## src/rtl/pde_pkg.sv

```systemverilog
// Shared widths, the queue entry type and the control struct for the polyline delta encoder.
// No dependencies.
package pde_pkg;

  localparam int LINE_W  = 24;
  localparam int LON_W   = 29;
  localparam int LAT_W   = 28;
  localparam int CUR_W   = 32;
  localparam int DELTA_W = 16;
  localparam int PREV_W  = 25;

  // One classified point as it travels from the front to the back.
  typedef struct packed {
    logic signed [LON_W-1:0] start_lon;
    logic signed [LAT_W-1:0] start_lat;
    logic signed [LON_W-1:0] point_lon;
    logic signed [LAT_W-1:0] point_lat;
    logic                    starts_line;
    logic                    order_error;
  } entry_t;

  // Handshake between the queue and the back part.
  typedef struct packed {
    logic   valid;
    entry_t entry;
  } queue_head_t;

endpackage

```

## src/rtl/pde_if.sv

```systemverilog
// Channel interfaces for points in and encoded steps out.
// Depends on pde_pkg.
interface pde_in_if;
  logic                             valid;
  logic                             ready;
  logic        [pde_pkg::LINE_W-1:0] point_line;
  logic signed [pde_pkg::LON_W-1:0]  start_lon;
  logic signed [pde_pkg::LAT_W-1:0]  start_lat;
  logic signed [pde_pkg::LON_W-1:0]  point_lon;
  logic signed [pde_pkg::LAT_W-1:0]  point_lat;
  modport source (output valid, point_line, start_lon, start_lat, point_lon, point_lat,
                  input ready);
  modport sink (input valid, point_line, start_lon, start_lat, point_lon, point_lat,
                output ready);
endinterface

interface pde_out_if;
  logic                               valid;
  logic                               ready;
  logic signed [pde_pkg::DELTA_W-1:0] delta_lon;
  logic signed [pde_pkg::DELTA_W-1:0] delta_lat;
  logic                               is_midpoint;
  logic                               starts_line;
  logic                               order_error;
  logic                               range_error;
  logic                               last;
  modport source (output valid, delta_lon, delta_lat, is_midpoint, starts_line, order_error,
                  range_error, last, input ready);
  modport sink (input valid, delta_lon, delta_lat, is_midpoint, starts_line, order_error,
                range_error, last, output ready);
endinterface

```

## src/rtl/pde_front.sv

```systemverilog
// Front part: accepts points, tracks the line id and classifies line changes.
// Depends on pde_pkg and pde_if.
module pde_front (
  input  logic            clk,
  input  logic            rst,
  pde_in_if.sink          in_pt,
  input  logic            q_full,
  output logic            push,
  output pde_pkg::entry_t push_entry
);

  logic signed [pde_pkg::PREV_W-1:0] previous_line;
  logic signed [pde_pkg::PREV_W-1:0] line_s;

  assign line_s      = $signed({1'b0, in_pt.point_line});
  assign in_pt.ready = !q_full;
  assign push        = in_pt.valid && !q_full;

  always_comb begin
    push_entry.start_lon   = in_pt.start_lon;
    push_entry.start_lat   = in_pt.start_lat;
    push_entry.point_lon   = in_pt.point_lon;
    push_entry.point_lat   = in_pt.point_lat;
    push_entry.starts_line = (line_s != previous_line);
    push_entry.order_error = (previous_line > line_s);
  end

  always_ff @(posedge clk) begin
    if (rst) begin
      previous_line <= '1;
    end else if (push) begin
      previous_line <= line_s;
    end
  end

endmodule

```

## src/rtl/pde_queue.sv

```systemverilog
// Two-entry queue that decouples the front part from the back part.
// Depends on pde_pkg.
module pde_queue (
  input  logic                 clk,
  input  logic                 rst,
  input  logic                 push,
  input  pde_pkg::entry_t      push_entry,
  output logic                 full,
  input  logic                 pop,
  output pde_pkg::queue_head_t head
);

  pde_pkg::entry_t store [2];
  logic       wr_ptr;
  logic       rd_ptr;
  logic [1:0] count;

  assign full       = (count == 2'd2);
  assign head.valid = (count != 2'd0);
  assign head.entry = store[rd_ptr];

  always_ff @(posedge clk) begin
    if (push) begin
      store[wr_ptr] <= push_entry;
    end
  end

  always_ff @(posedge clk) begin
    if (rst) begin
      wr_ptr <= 1'b0;
      rd_ptr <= 1'b0;
      count  <= 2'd0;
    end else begin
      if (push) wr_ptr <= !wr_ptr;
      if (pop)  rd_ptr <= !rd_ptr;
      count <= count + 2'(push) - 2'(pop);
    end
  end

endmodule

```

## src/rtl/pde_back.sv

```systemverilog
// Back part: owns the cursor, generates midpoints with a bit-serial divider and
// holds the output register. Depends on pde_pkg and pde_if.
module pde_back #(
  parameter int MAX_MIDPOINTS = 63,
  parameter int DELTA_LIMIT   = 32767
) (
  input  logic                 clk,
  input  logic                 rst,
  input  pde_pkg::queue_head_t head,
  output logic                 pop,
  pde_out_if.source            out_res
);

  localparam int QW = $clog2(DELTA_LIMIT + 1);
  localparam int NW = $clog2(MAX_MIDPOINTS + 1);
  localparam int PW = pde_pkg::CUR_W + QW;
  localparam int IW = $clog2(QW);
  localparam int CW = pde_pkg::CUR_W;
  localparam int DW = pde_pkg::DELTA_W;
  localparam logic signed [CW-1:0] DL   = CW'(DELTA_LIMIT);
  localparam logic signed [DW-1:0] DL16 = DW'(DELTA_LIMIT);
  localparam logic [QW-1:0] DLQ = QW'(DELTA_LIMIT);

  localparam logic [2:0] S_IDLE = 3'd0;
  localparam logic [2:0] S_EVAL = 3'd1;
  localparam logic [2:0] S_MUL  = 3'd2;
  localparam logic [2:0] S_DIV  = 3'd3;
  localparam logic [2:0] S_EMIT = 3'd4;

  logic [2:0]              state;
  pde_pkg::entry_t         ent;
  logic signed [CW-1:0]    cur_lon;
  logic signed [CW-1:0]    cur_lat;
  logic                    first;
  logic [NW-1:0]           cnt;
  logic [CW-1:0]           maj_mag;
  logic [CW-1:0]           min_mag;
  logic                    maj_neg;
  logic                    min_neg;
  logic                    y_major;
  logic [PW-1:0]           rem;
  logic [QW-1:0]           quo;
  logic [IW-1:0]           bit_i;
  logic signed [DW-1:0]    e_lon;
  logic signed [DW-1:0]    e_lat;
  logic                    e_mid;
  logic                    e_rerr;

  logic signed [CW-1:0] plon, plat, dx, dy;
  logic [CW-1:0]        ax, ay;
  logic                 far;
  logic [PW-1:0]        div_sh;
  logic signed [DW-1:0] maj_step, min_step, sat_x, sat_y;
  logic                 out_free;

  assign plon     = CW'(ent.point_lon);
  assign plat     = CW'(ent.point_lat);
  assign dx       = plon - cur_lon;
  assign dy       = plat - cur_lat;
  assign ax       = dx[CW-1] ? CW'(-dx) : CW'(dx);
  assign ay       = dy[CW-1] ? CW'(-dy) : CW'(dy);
  assign far      = (ax > CW'(DL)) || (ay > CW'(DL));
  assign sat_x    = (dx > DL) ? DL16 : ((dx < -DL) ? -DL16 : DW'(dx));
  assign sat_y    = (dy > DL) ? DL16 : ((dy < -DL) ? -DL16 : DW'(dy));
  assign div_sh   = PW'(maj_mag) << bit_i;
  assign maj_step = maj_neg ? -DL16 : DL16;
  assign min_step = min_neg ? -$signed(DW'(quo)) : $signed(DW'(quo));
  assign out_free = !out_res.valid || out_res.ready;
  assign pop      = (state == S_IDLE) && head.valid;

  always_ff @(posedge clk) begin
    if (rst) begin
      state         <= S_IDLE;
      out_res.valid <= 1'b0;
    end else begin
      // The emit state sets valid itself when the register is free.
      if (out_res.ready && (state != S_EMIT)) out_res.valid <= 1'b0;
      case (state)
        S_IDLE: begin
          if (head.valid) begin
            ent   <= head.entry;
            first <= head.entry.starts_line;
            cnt   <= '0;
            if (head.entry.starts_line) begin
              cur_lon <= CW'(head.entry.start_lon);
              cur_lat <= CW'(head.entry.start_lat);
            end
            state <= S_EVAL;
          end
        end
        S_EVAL: begin
          y_major <= (ay > ax);
          if (ay > ax) begin
            maj_mag <= ay;
            min_mag <= ax;
            maj_neg <= dy[CW-1];
            min_neg <= dx[CW-1];
          end else begin
            maj_mag <= ax;
            min_mag <= ay;
            maj_neg <= dx[CW-1];
            min_neg <= dy[CW-1];
          end
          if (far && (32'(cnt) < 32'(MAX_MIDPOINTS))) begin
            state <= S_MUL;
          end else begin
            e_lon  <= sat_x;
            e_lat  <= sat_y;
            e_mid  <= 1'b0;
            e_rerr <= far;
            state  <= S_EMIT;
          end
        end
        S_MUL: begin
          rem   <= PW'(min_mag) * PW'(DLQ);
          quo   <= '0;
          bit_i <= IW'(QW - 1);
          state <= S_DIV;
        end
        S_DIV: begin
          if (rem >= div_sh) begin
            rem        <= rem - div_sh;
            quo[bit_i] <= 1'b1;
          end
          if (bit_i == '0) begin
            state <= S_EMIT;
          end
          bit_i <= bit_i - 1'b1;
        end
        S_EMIT: begin
          if (out_free) begin
            out_res.valid       <= 1'b1;
            out_res.is_midpoint <= e_mid;
            out_res.starts_line <= first;
            out_res.order_error <= ent.order_error;
            out_res.range_error <= e_rerr;
            out_res.last        <= !e_mid;
            first <= 1'b0;
            cnt   <= cnt + 1'b1;
            if (e_mid) begin
              out_res.delta_lon <= y_major ? min_step : maj_step;
              out_res.delta_lat <= y_major ? maj_step : min_step;
              cur_lon <= cur_lon + CW'(y_major ? min_step : maj_step);
              cur_lat <= cur_lat + CW'(y_major ? maj_step : min_step);
              state   <= S_EVAL;
            end else begin
              out_res.delta_lon <= e_lon;
              out_res.delta_lat <= e_lat;
              cur_lon <= plon;
              cur_lat <= plat;
              state   <= S_IDLE;
            end
          end
        end
        default: state <= S_IDLE;
      endcase
      // A finished division always produces a midpoint.
      if (state == S_DIV) e_mid <= 1'b1;
      if (state == S_DIV) e_rerr <= 1'b0;
    end
  end

endmodule

```

## src/rtl/polyline_delta_encoder.sv

```systemverilog
// Top level of the polyline delta encoder: front, queue and back part.
// Depends on pde_pkg, pde_if, pde_front, pde_queue and pde_back.
//
//   Channel   Direction  Carries
//   in_pt     sink       line id, line start position and point position
//   out_res   source     16-bit steps and flags, one or more per point
//
// A point with no midpoint passes the back part's idle, evaluate and emit states.
// Each midpoint passes the evaluate, multiply, divide and emit states, and the
// bit-serial divider works out the minor axis step one quotient bit a cycle.
// Reset is synchronous and clears the queue, the line tracker and the output valid.
// The two-entry queue lets the front keep accepting points while the back waits
// for the output register to be taken, and either side may stall on its own.
module polyline_delta_encoder #(
  parameter int MAX_MIDPOINTS = 63,
  parameter int DELTA_LIMIT   = 32767
) (
  input logic        clk,
  input logic        rst,
  pde_in_if.sink     in_pt,
  pde_out_if.source  out_res
);

  logic                 q_full;
  logic                 push;
  logic                 pop;
  pde_pkg::entry_t      push_entry;
  pde_pkg::queue_head_t head;

  // The front classifies each point as a line change or not, and flags a
  // decreasing line id, before the cursor is ever touched.
  pde_front u_front (
    .clk        (clk),
    .rst        (rst),
    .in_pt      (in_pt),
    .q_full     (q_full),
    .push       (push),
    .push_entry (push_entry)
  );

  pde_queue u_queue (
    .clk        (clk),
    .rst        (rst),
    .push       (push),
    .push_entry (push_entry),
    .full       (q_full),
    .pop        (pop),
    .head       (head)
  );

  // The back part owns the cursor and emits each transfer through its output register.
  pde_back #(
    .MAX_MIDPOINTS (MAX_MIDPOINTS),
    .DELTA_LIMIT   (DELTA_LIMIT)
  ) u_back (
    .clk     (clk),
    .rst     (rst),
    .head    (head),
    .pop     (pop),
    .out_res (out_res)
  );

endmodule

```

## src/flat_wrapper.sv

```systemverilog
// flat-port wrapper written by rule: the top's interface ports become plain ports
module polyline_delta_encoder_flat 
#(
  parameter int MAX_MIDPOINTS = 63,
  parameter int DELTA_LIMIT   = 32767
)
  (clk, rst, in_pt_valid, in_pt_point_line, in_pt_start_lon, in_pt_start_lat, in_pt_point_lon, in_pt_point_lat, in_pt_ready, out_res_valid, out_res_delta_lon, out_res_delta_lat, out_res_is_midpoint, out_res_starts_line, out_res_order_error, out_res_range_error, out_res_last, out_res_ready);
  pde_in_if in_pt_i ();
  pde_out_if out_res_i ();
  input logic clk;
  input logic rst;
  input wire logic [$bits(in_pt_i.valid)-1:0] in_pt_valid;
  input wire logic [$bits(in_pt_i.point_line)-1:0] in_pt_point_line;
  input wire logic [$bits(in_pt_i.start_lon)-1:0] in_pt_start_lon;
  input wire logic [$bits(in_pt_i.start_lat)-1:0] in_pt_start_lat;
  input wire logic [$bits(in_pt_i.point_lon)-1:0] in_pt_point_lon;
  input wire logic [$bits(in_pt_i.point_lat)-1:0] in_pt_point_lat;
  output wire logic [$bits(in_pt_i.ready)-1:0] in_pt_ready;
  output wire logic [$bits(out_res_i.valid)-1:0] out_res_valid;
  output wire logic [$bits(out_res_i.delta_lon)-1:0] out_res_delta_lon;
  output wire logic [$bits(out_res_i.delta_lat)-1:0] out_res_delta_lat;
  output wire logic [$bits(out_res_i.is_midpoint)-1:0] out_res_is_midpoint;
  output wire logic [$bits(out_res_i.starts_line)-1:0] out_res_starts_line;
  output wire logic [$bits(out_res_i.order_error)-1:0] out_res_order_error;
  output wire logic [$bits(out_res_i.range_error)-1:0] out_res_range_error;
  output wire logic [$bits(out_res_i.last)-1:0] out_res_last;
  input wire logic [$bits(out_res_i.ready)-1:0] out_res_ready;
  assign in_pt_i.valid = in_pt_valid;
  assign in_pt_i.point_line = in_pt_point_line;
  assign in_pt_i.start_lon = in_pt_start_lon;
  assign in_pt_i.start_lat = in_pt_start_lat;
  assign in_pt_i.point_lon = in_pt_point_lon;
  assign in_pt_i.point_lat = in_pt_point_lat;
  assign in_pt_ready = in_pt_i.ready;
  assign out_res_valid = out_res_i.valid;
  assign out_res_delta_lon = out_res_i.delta_lon;
  assign out_res_delta_lat = out_res_i.delta_lat;
  assign out_res_is_midpoint = out_res_i.is_midpoint;
  assign out_res_starts_line = out_res_i.starts_line;
  assign out_res_order_error = out_res_i.order_error;
  assign out_res_range_error = out_res_i.range_error;
  assign out_res_last = out_res_i.last;
  assign out_res_i.ready = out_res_ready;
  polyline_delta_encoder #(.MAX_MIDPOINTS(MAX_MIDPOINTS), .DELTA_LIMIT(DELTA_LIMIT)) u_core (.clk(clk), .rst(rst), .in_pt(in_pt_i), .out_res(out_res_i));
endmodule
```

## config.mk

```make
export PLATFORM = sky130hd
export DESIGN_NAME = polyline_delta_encoder_flat
export DESIGN_NICKNAME = d
export VERILOG_FILES = /design/src/rtl/pde_pkg.sv /design/src/rtl/pde_if.sv /design/src/rtl/pde_front.sv /design/src/rtl/pde_queue.sv /design/src/rtl/pde_back.sv /design/src/rtl/polyline_delta_encoder.sv /design/src/flat_wrapper.sv
export SDC_FILE = /design/constraint.sdc
export NUM_CORES = 2
export LEC_CHECK = 0
export BUFFER_PORTS_ARGS = -buffer_cell sky130_fd_sc_hd__clkbuf_2
export CORE_MARGIN = 4
export CORE_UTILIZATION = 64
export CTS_CLUSTER_SIZE = 30
export DETAILED_ROUTE_END_ITERATION = 16
export GPL_TIMING_DRIVEN = 0
export PLACE_DENSITY = 0.83
export RECOVER_POWER = 50
export SYNTH_ARGS = -nofsm -noshare
export SYNTH_HDL_FRONTEND = slang
export SYNTH_SLANG_ARGS = --single-unit
```

## constraint.sdc

```tcl
create_clock -name clk -period 9.7 [get_ports clk]
set_input_delay 0.485 -clock clk [delete_from_list [all_inputs] [get_ports clk]]
set_output_delay 0.485 -clock clk [all_outputs]
set_load 0.02 [all_outputs]
```

==> metrics <==
first-pass GRT wire length around 200000 um; Reg-to-Reg Start u_core.u_back.ent[46]; Critical path origin u_core.u_back.ent[46]; Slew HR -1.45; cells on worst reg2reg path 29; EDFF count, synth around 570; Setup crit end u_core.u_back.maj_mag[18]; post-synthesis simple-gate area fraction 0.107; total track usage 0.349; synthesis-stage register bit count about 600; worst clock skew 0.0243 ns; Synth Area in Compound Gates 0.140; vias in the first global route about 35000; Worst Tran Pin Value around 3.7 ns; Slew Limit Fails about 240; clock slew at reported path FFs approximately 0.060 ns; Cell Rows a little under 100; most common cell after layout, fill and taps aside edfxtp_1; CP bufs+invs 6; outcome complete, but fails checks; clk_lat worst skew a little over 0.6 ns; CP endpoint kind register; Avg Cell Area, Syn ~11 um^2; post-DP HPWL 106000 um; largest net degree at the start of global routing 66; largest family of logic cells by synthesized area adder cells; Post-DP Area roughly 48000 um^2; leading cell types in the layout, fill and taps excluded edfxtp_1 (565), inv_1 (468), a21oi_1 (358); DR vias about 36000; Die Area around 76000 um^2; Initial Utilization 0.650; Seq/Total Area, Yosys 0.384; initial antenna violation count 1; Num CTS Buffers 66; Mapped Area approximately 46000 um^2; FF-to-FF End u_core.u_back.maj_mag[18]; Max-Cap Viols 6; Crit Path Category reg2reg; Hold Path Depth 1; WL final ~130000 um; share of cells above drive strength 1 0.0741; crit path max-delay cell type a311oi_1; Worst setup SP type register; Synthesis Warnings 0; gr ovfl total 0; Pre-antenna DRT Iters 8; clock buffer depth 3; die span in x ~280 um; Final Cycle Share 0.823; worst hold path class in2reg; XOR/XNOR Fraction of Synth Area 0.0492; fmax about 130 MHz; Post-DRT Antenna Nets 0; port buffer count 180; num ports between 150 and 200; Critical Path AT between 8 and 9 ns; async set-reset flop share out of synthesis 0; chip height roughly 280 um; failing checks max-capacitance violations, max-slew violations; CTS H-tree lvls 3; Synthesized Nets 5064; RSZ-0062 raised after global routing no; clk sinks 599; WP depth 29; mux cell area share after synthesis 0.0687; CP max FO 10; # setup viols final 0; hold_buf cts 0; Hold Vio Cnt, Final 0; Core Area slightly above 70000 um^2; Unique masters post-synth 95; post-synthesis adder-cell area fraction 0.198; Post-synth top flop edfxtp_1; Hold Slack just under 0.06 ns; routed vias/inst between 6 and 7; final net count around 5300; Period minus WS final around 8 ns; Final TNS setup 0 ns; CTS tree built; Clock Root Buffer clkbuf_16; Final Cell Area roughly 50000 um^2; Worst path most repeated cell a21oi_1; reg2reg setup slack about 1.7 ns; # DRC 0; Syn Inst Count 4341; post-CTS sizing 0; CP delay by family, top compound AO/OA/AOI/OAI gates; Routed WL per cell ~24 um; Setup Fix Bufs, Post-CTS 0; routability cong. 1.04; initial drt markers ~3800; Critical Path RT 10.04 ns; CP max stage delay 0.59 ns; Layout Area Growth over Synthesis 9.29%
## flip-flops by register name (all words and copies together) (netlist names), 4 cells and up, named ones only
register / cells
u_core.u_queue.store: 232
u_core.u_back.ent: 58
u_core.u_back.rem: 47
u_core.u_back.cur_lat: 32
u_core.u_back.cur_lon: 32
u_core.u_back.maj_mag: 32
u_core.u_back.min_mag: 32
u_core.u_front.previous_line: 25
u_core.u_back.e_lat: 16
u_core.u_back.e_lon: 16
u_core.u_back.out_res.delta_lat: 16
u_core.u_back.out_res.delta_lon: 16
u_core.u_back.quo: 15
u_core.u_back.cnt: 6
u_core.u_back.bit_i: 4
## synth_stat cells (34+ instances only)
master | n | share of area
mux2i_1 | 159 | 0.035
nor3_1 | 54 | 0.0059
nor2b_1 | 80 | 0.011
a21o_1 | 108 | 0.018
nand2_1 | 288 | 0.024
mux2_2 | 99 | 0.024
o21ai_0 | 191 | 0.021
nor2_1 | 237 | 0.019
nand3_1 | 63 | 0.0069
o21a_1 | 39 | 0.0064
a211oi_1 | 64 | 0.010
clkbuf_1 | 103 | 0.0084
a21oi_1 | 358 | 0.039
fa_1 | 244 | 0.11
ha_1 | 337 | 0.092
nand4_1 | 43 | 0.0059
xnor2_1 | 146 | 0.028
xor2_1 | 107 | 0.020
a31oi_1 | 43 | 0.0059
nand2b_1 | 40 | 0.0054
edfxtp_1 | 565 | 0.37
inv_1 | 466 | 0.038
dfxtp_1 | 34 | 0.015
## worst min-delay path by stage
stage | from | endpoint
floorplan | u_core.u_back.ent[0] | u_core.u_back.out_res.order_error
global placement | u_core.u_back.ent[0] | u_core.u_back.out_res.order_error
detailed placement | u_core.u_back.ent[0] | u_core.u_back.out_res.order_error
CTS | in_pt_start_lon[27] | u_core.u_queue.store[0][114]
global route | in_pt_start_lon[28] | u_core.u_queue.store[1][115]
finish | in_pt_point_lon[11] | u_core.u_queue.store[0][41]
## cell families (layout without fill, tap and decap cells)
kind of cell             Yosys count  in the layout
multiplexers                     279            279
AO/OA/AOI/OAI                   1016           1016
flip-flops                       599            599
buffers and inverters            622            937
other                              0              1
adder cells (fa/ha/maj)          581            581
XOR/XNOR                         255            255
AND/OR/NAND/NOR                  989            989
## through the flow
step / setup slack (ns) / std cells / util
after detailed placement: 2.04 / 5478 / 0.684
after CTS: 2.04 / 5596 / 0.715
final: 1.72 / 5597 / 0.711
after floorplan: 2.18 / 4341 / -
after global routing: 1.44 / 5596 / 0.711
after global placement: -0.283 / 5461 / 0.680
## cell type report
class | instances | area (um^2)
fill | 5167 | 20400
buffer | 147 | 611
antenna | 1 | 2.50
tap | 940 | 1180
timing repair buffer | 197 | 910
clock buffer | 76 | 1710
sequential | 599 | 17600
multi-input combinational | 3120 | 25900
clock inverter | 42 | 445
inverter | 475 | 1780
## per-layer routing
layer	part of all wire	vias to the layer above	routed length (um)	global-route usage
li1	-	16100	-	-
met4	0.065	2	8610	0.190
met2	0.47	1754	62700	0.568
met1	0.38	17300	51300	0.448
met3	0.081	378	10800	0.0597
met5	0.000097	-	13	0
Power is left out: the tool's default activity adds up to more than one toggle a clock period on the data nets, which glitch-free logic cannot reach.
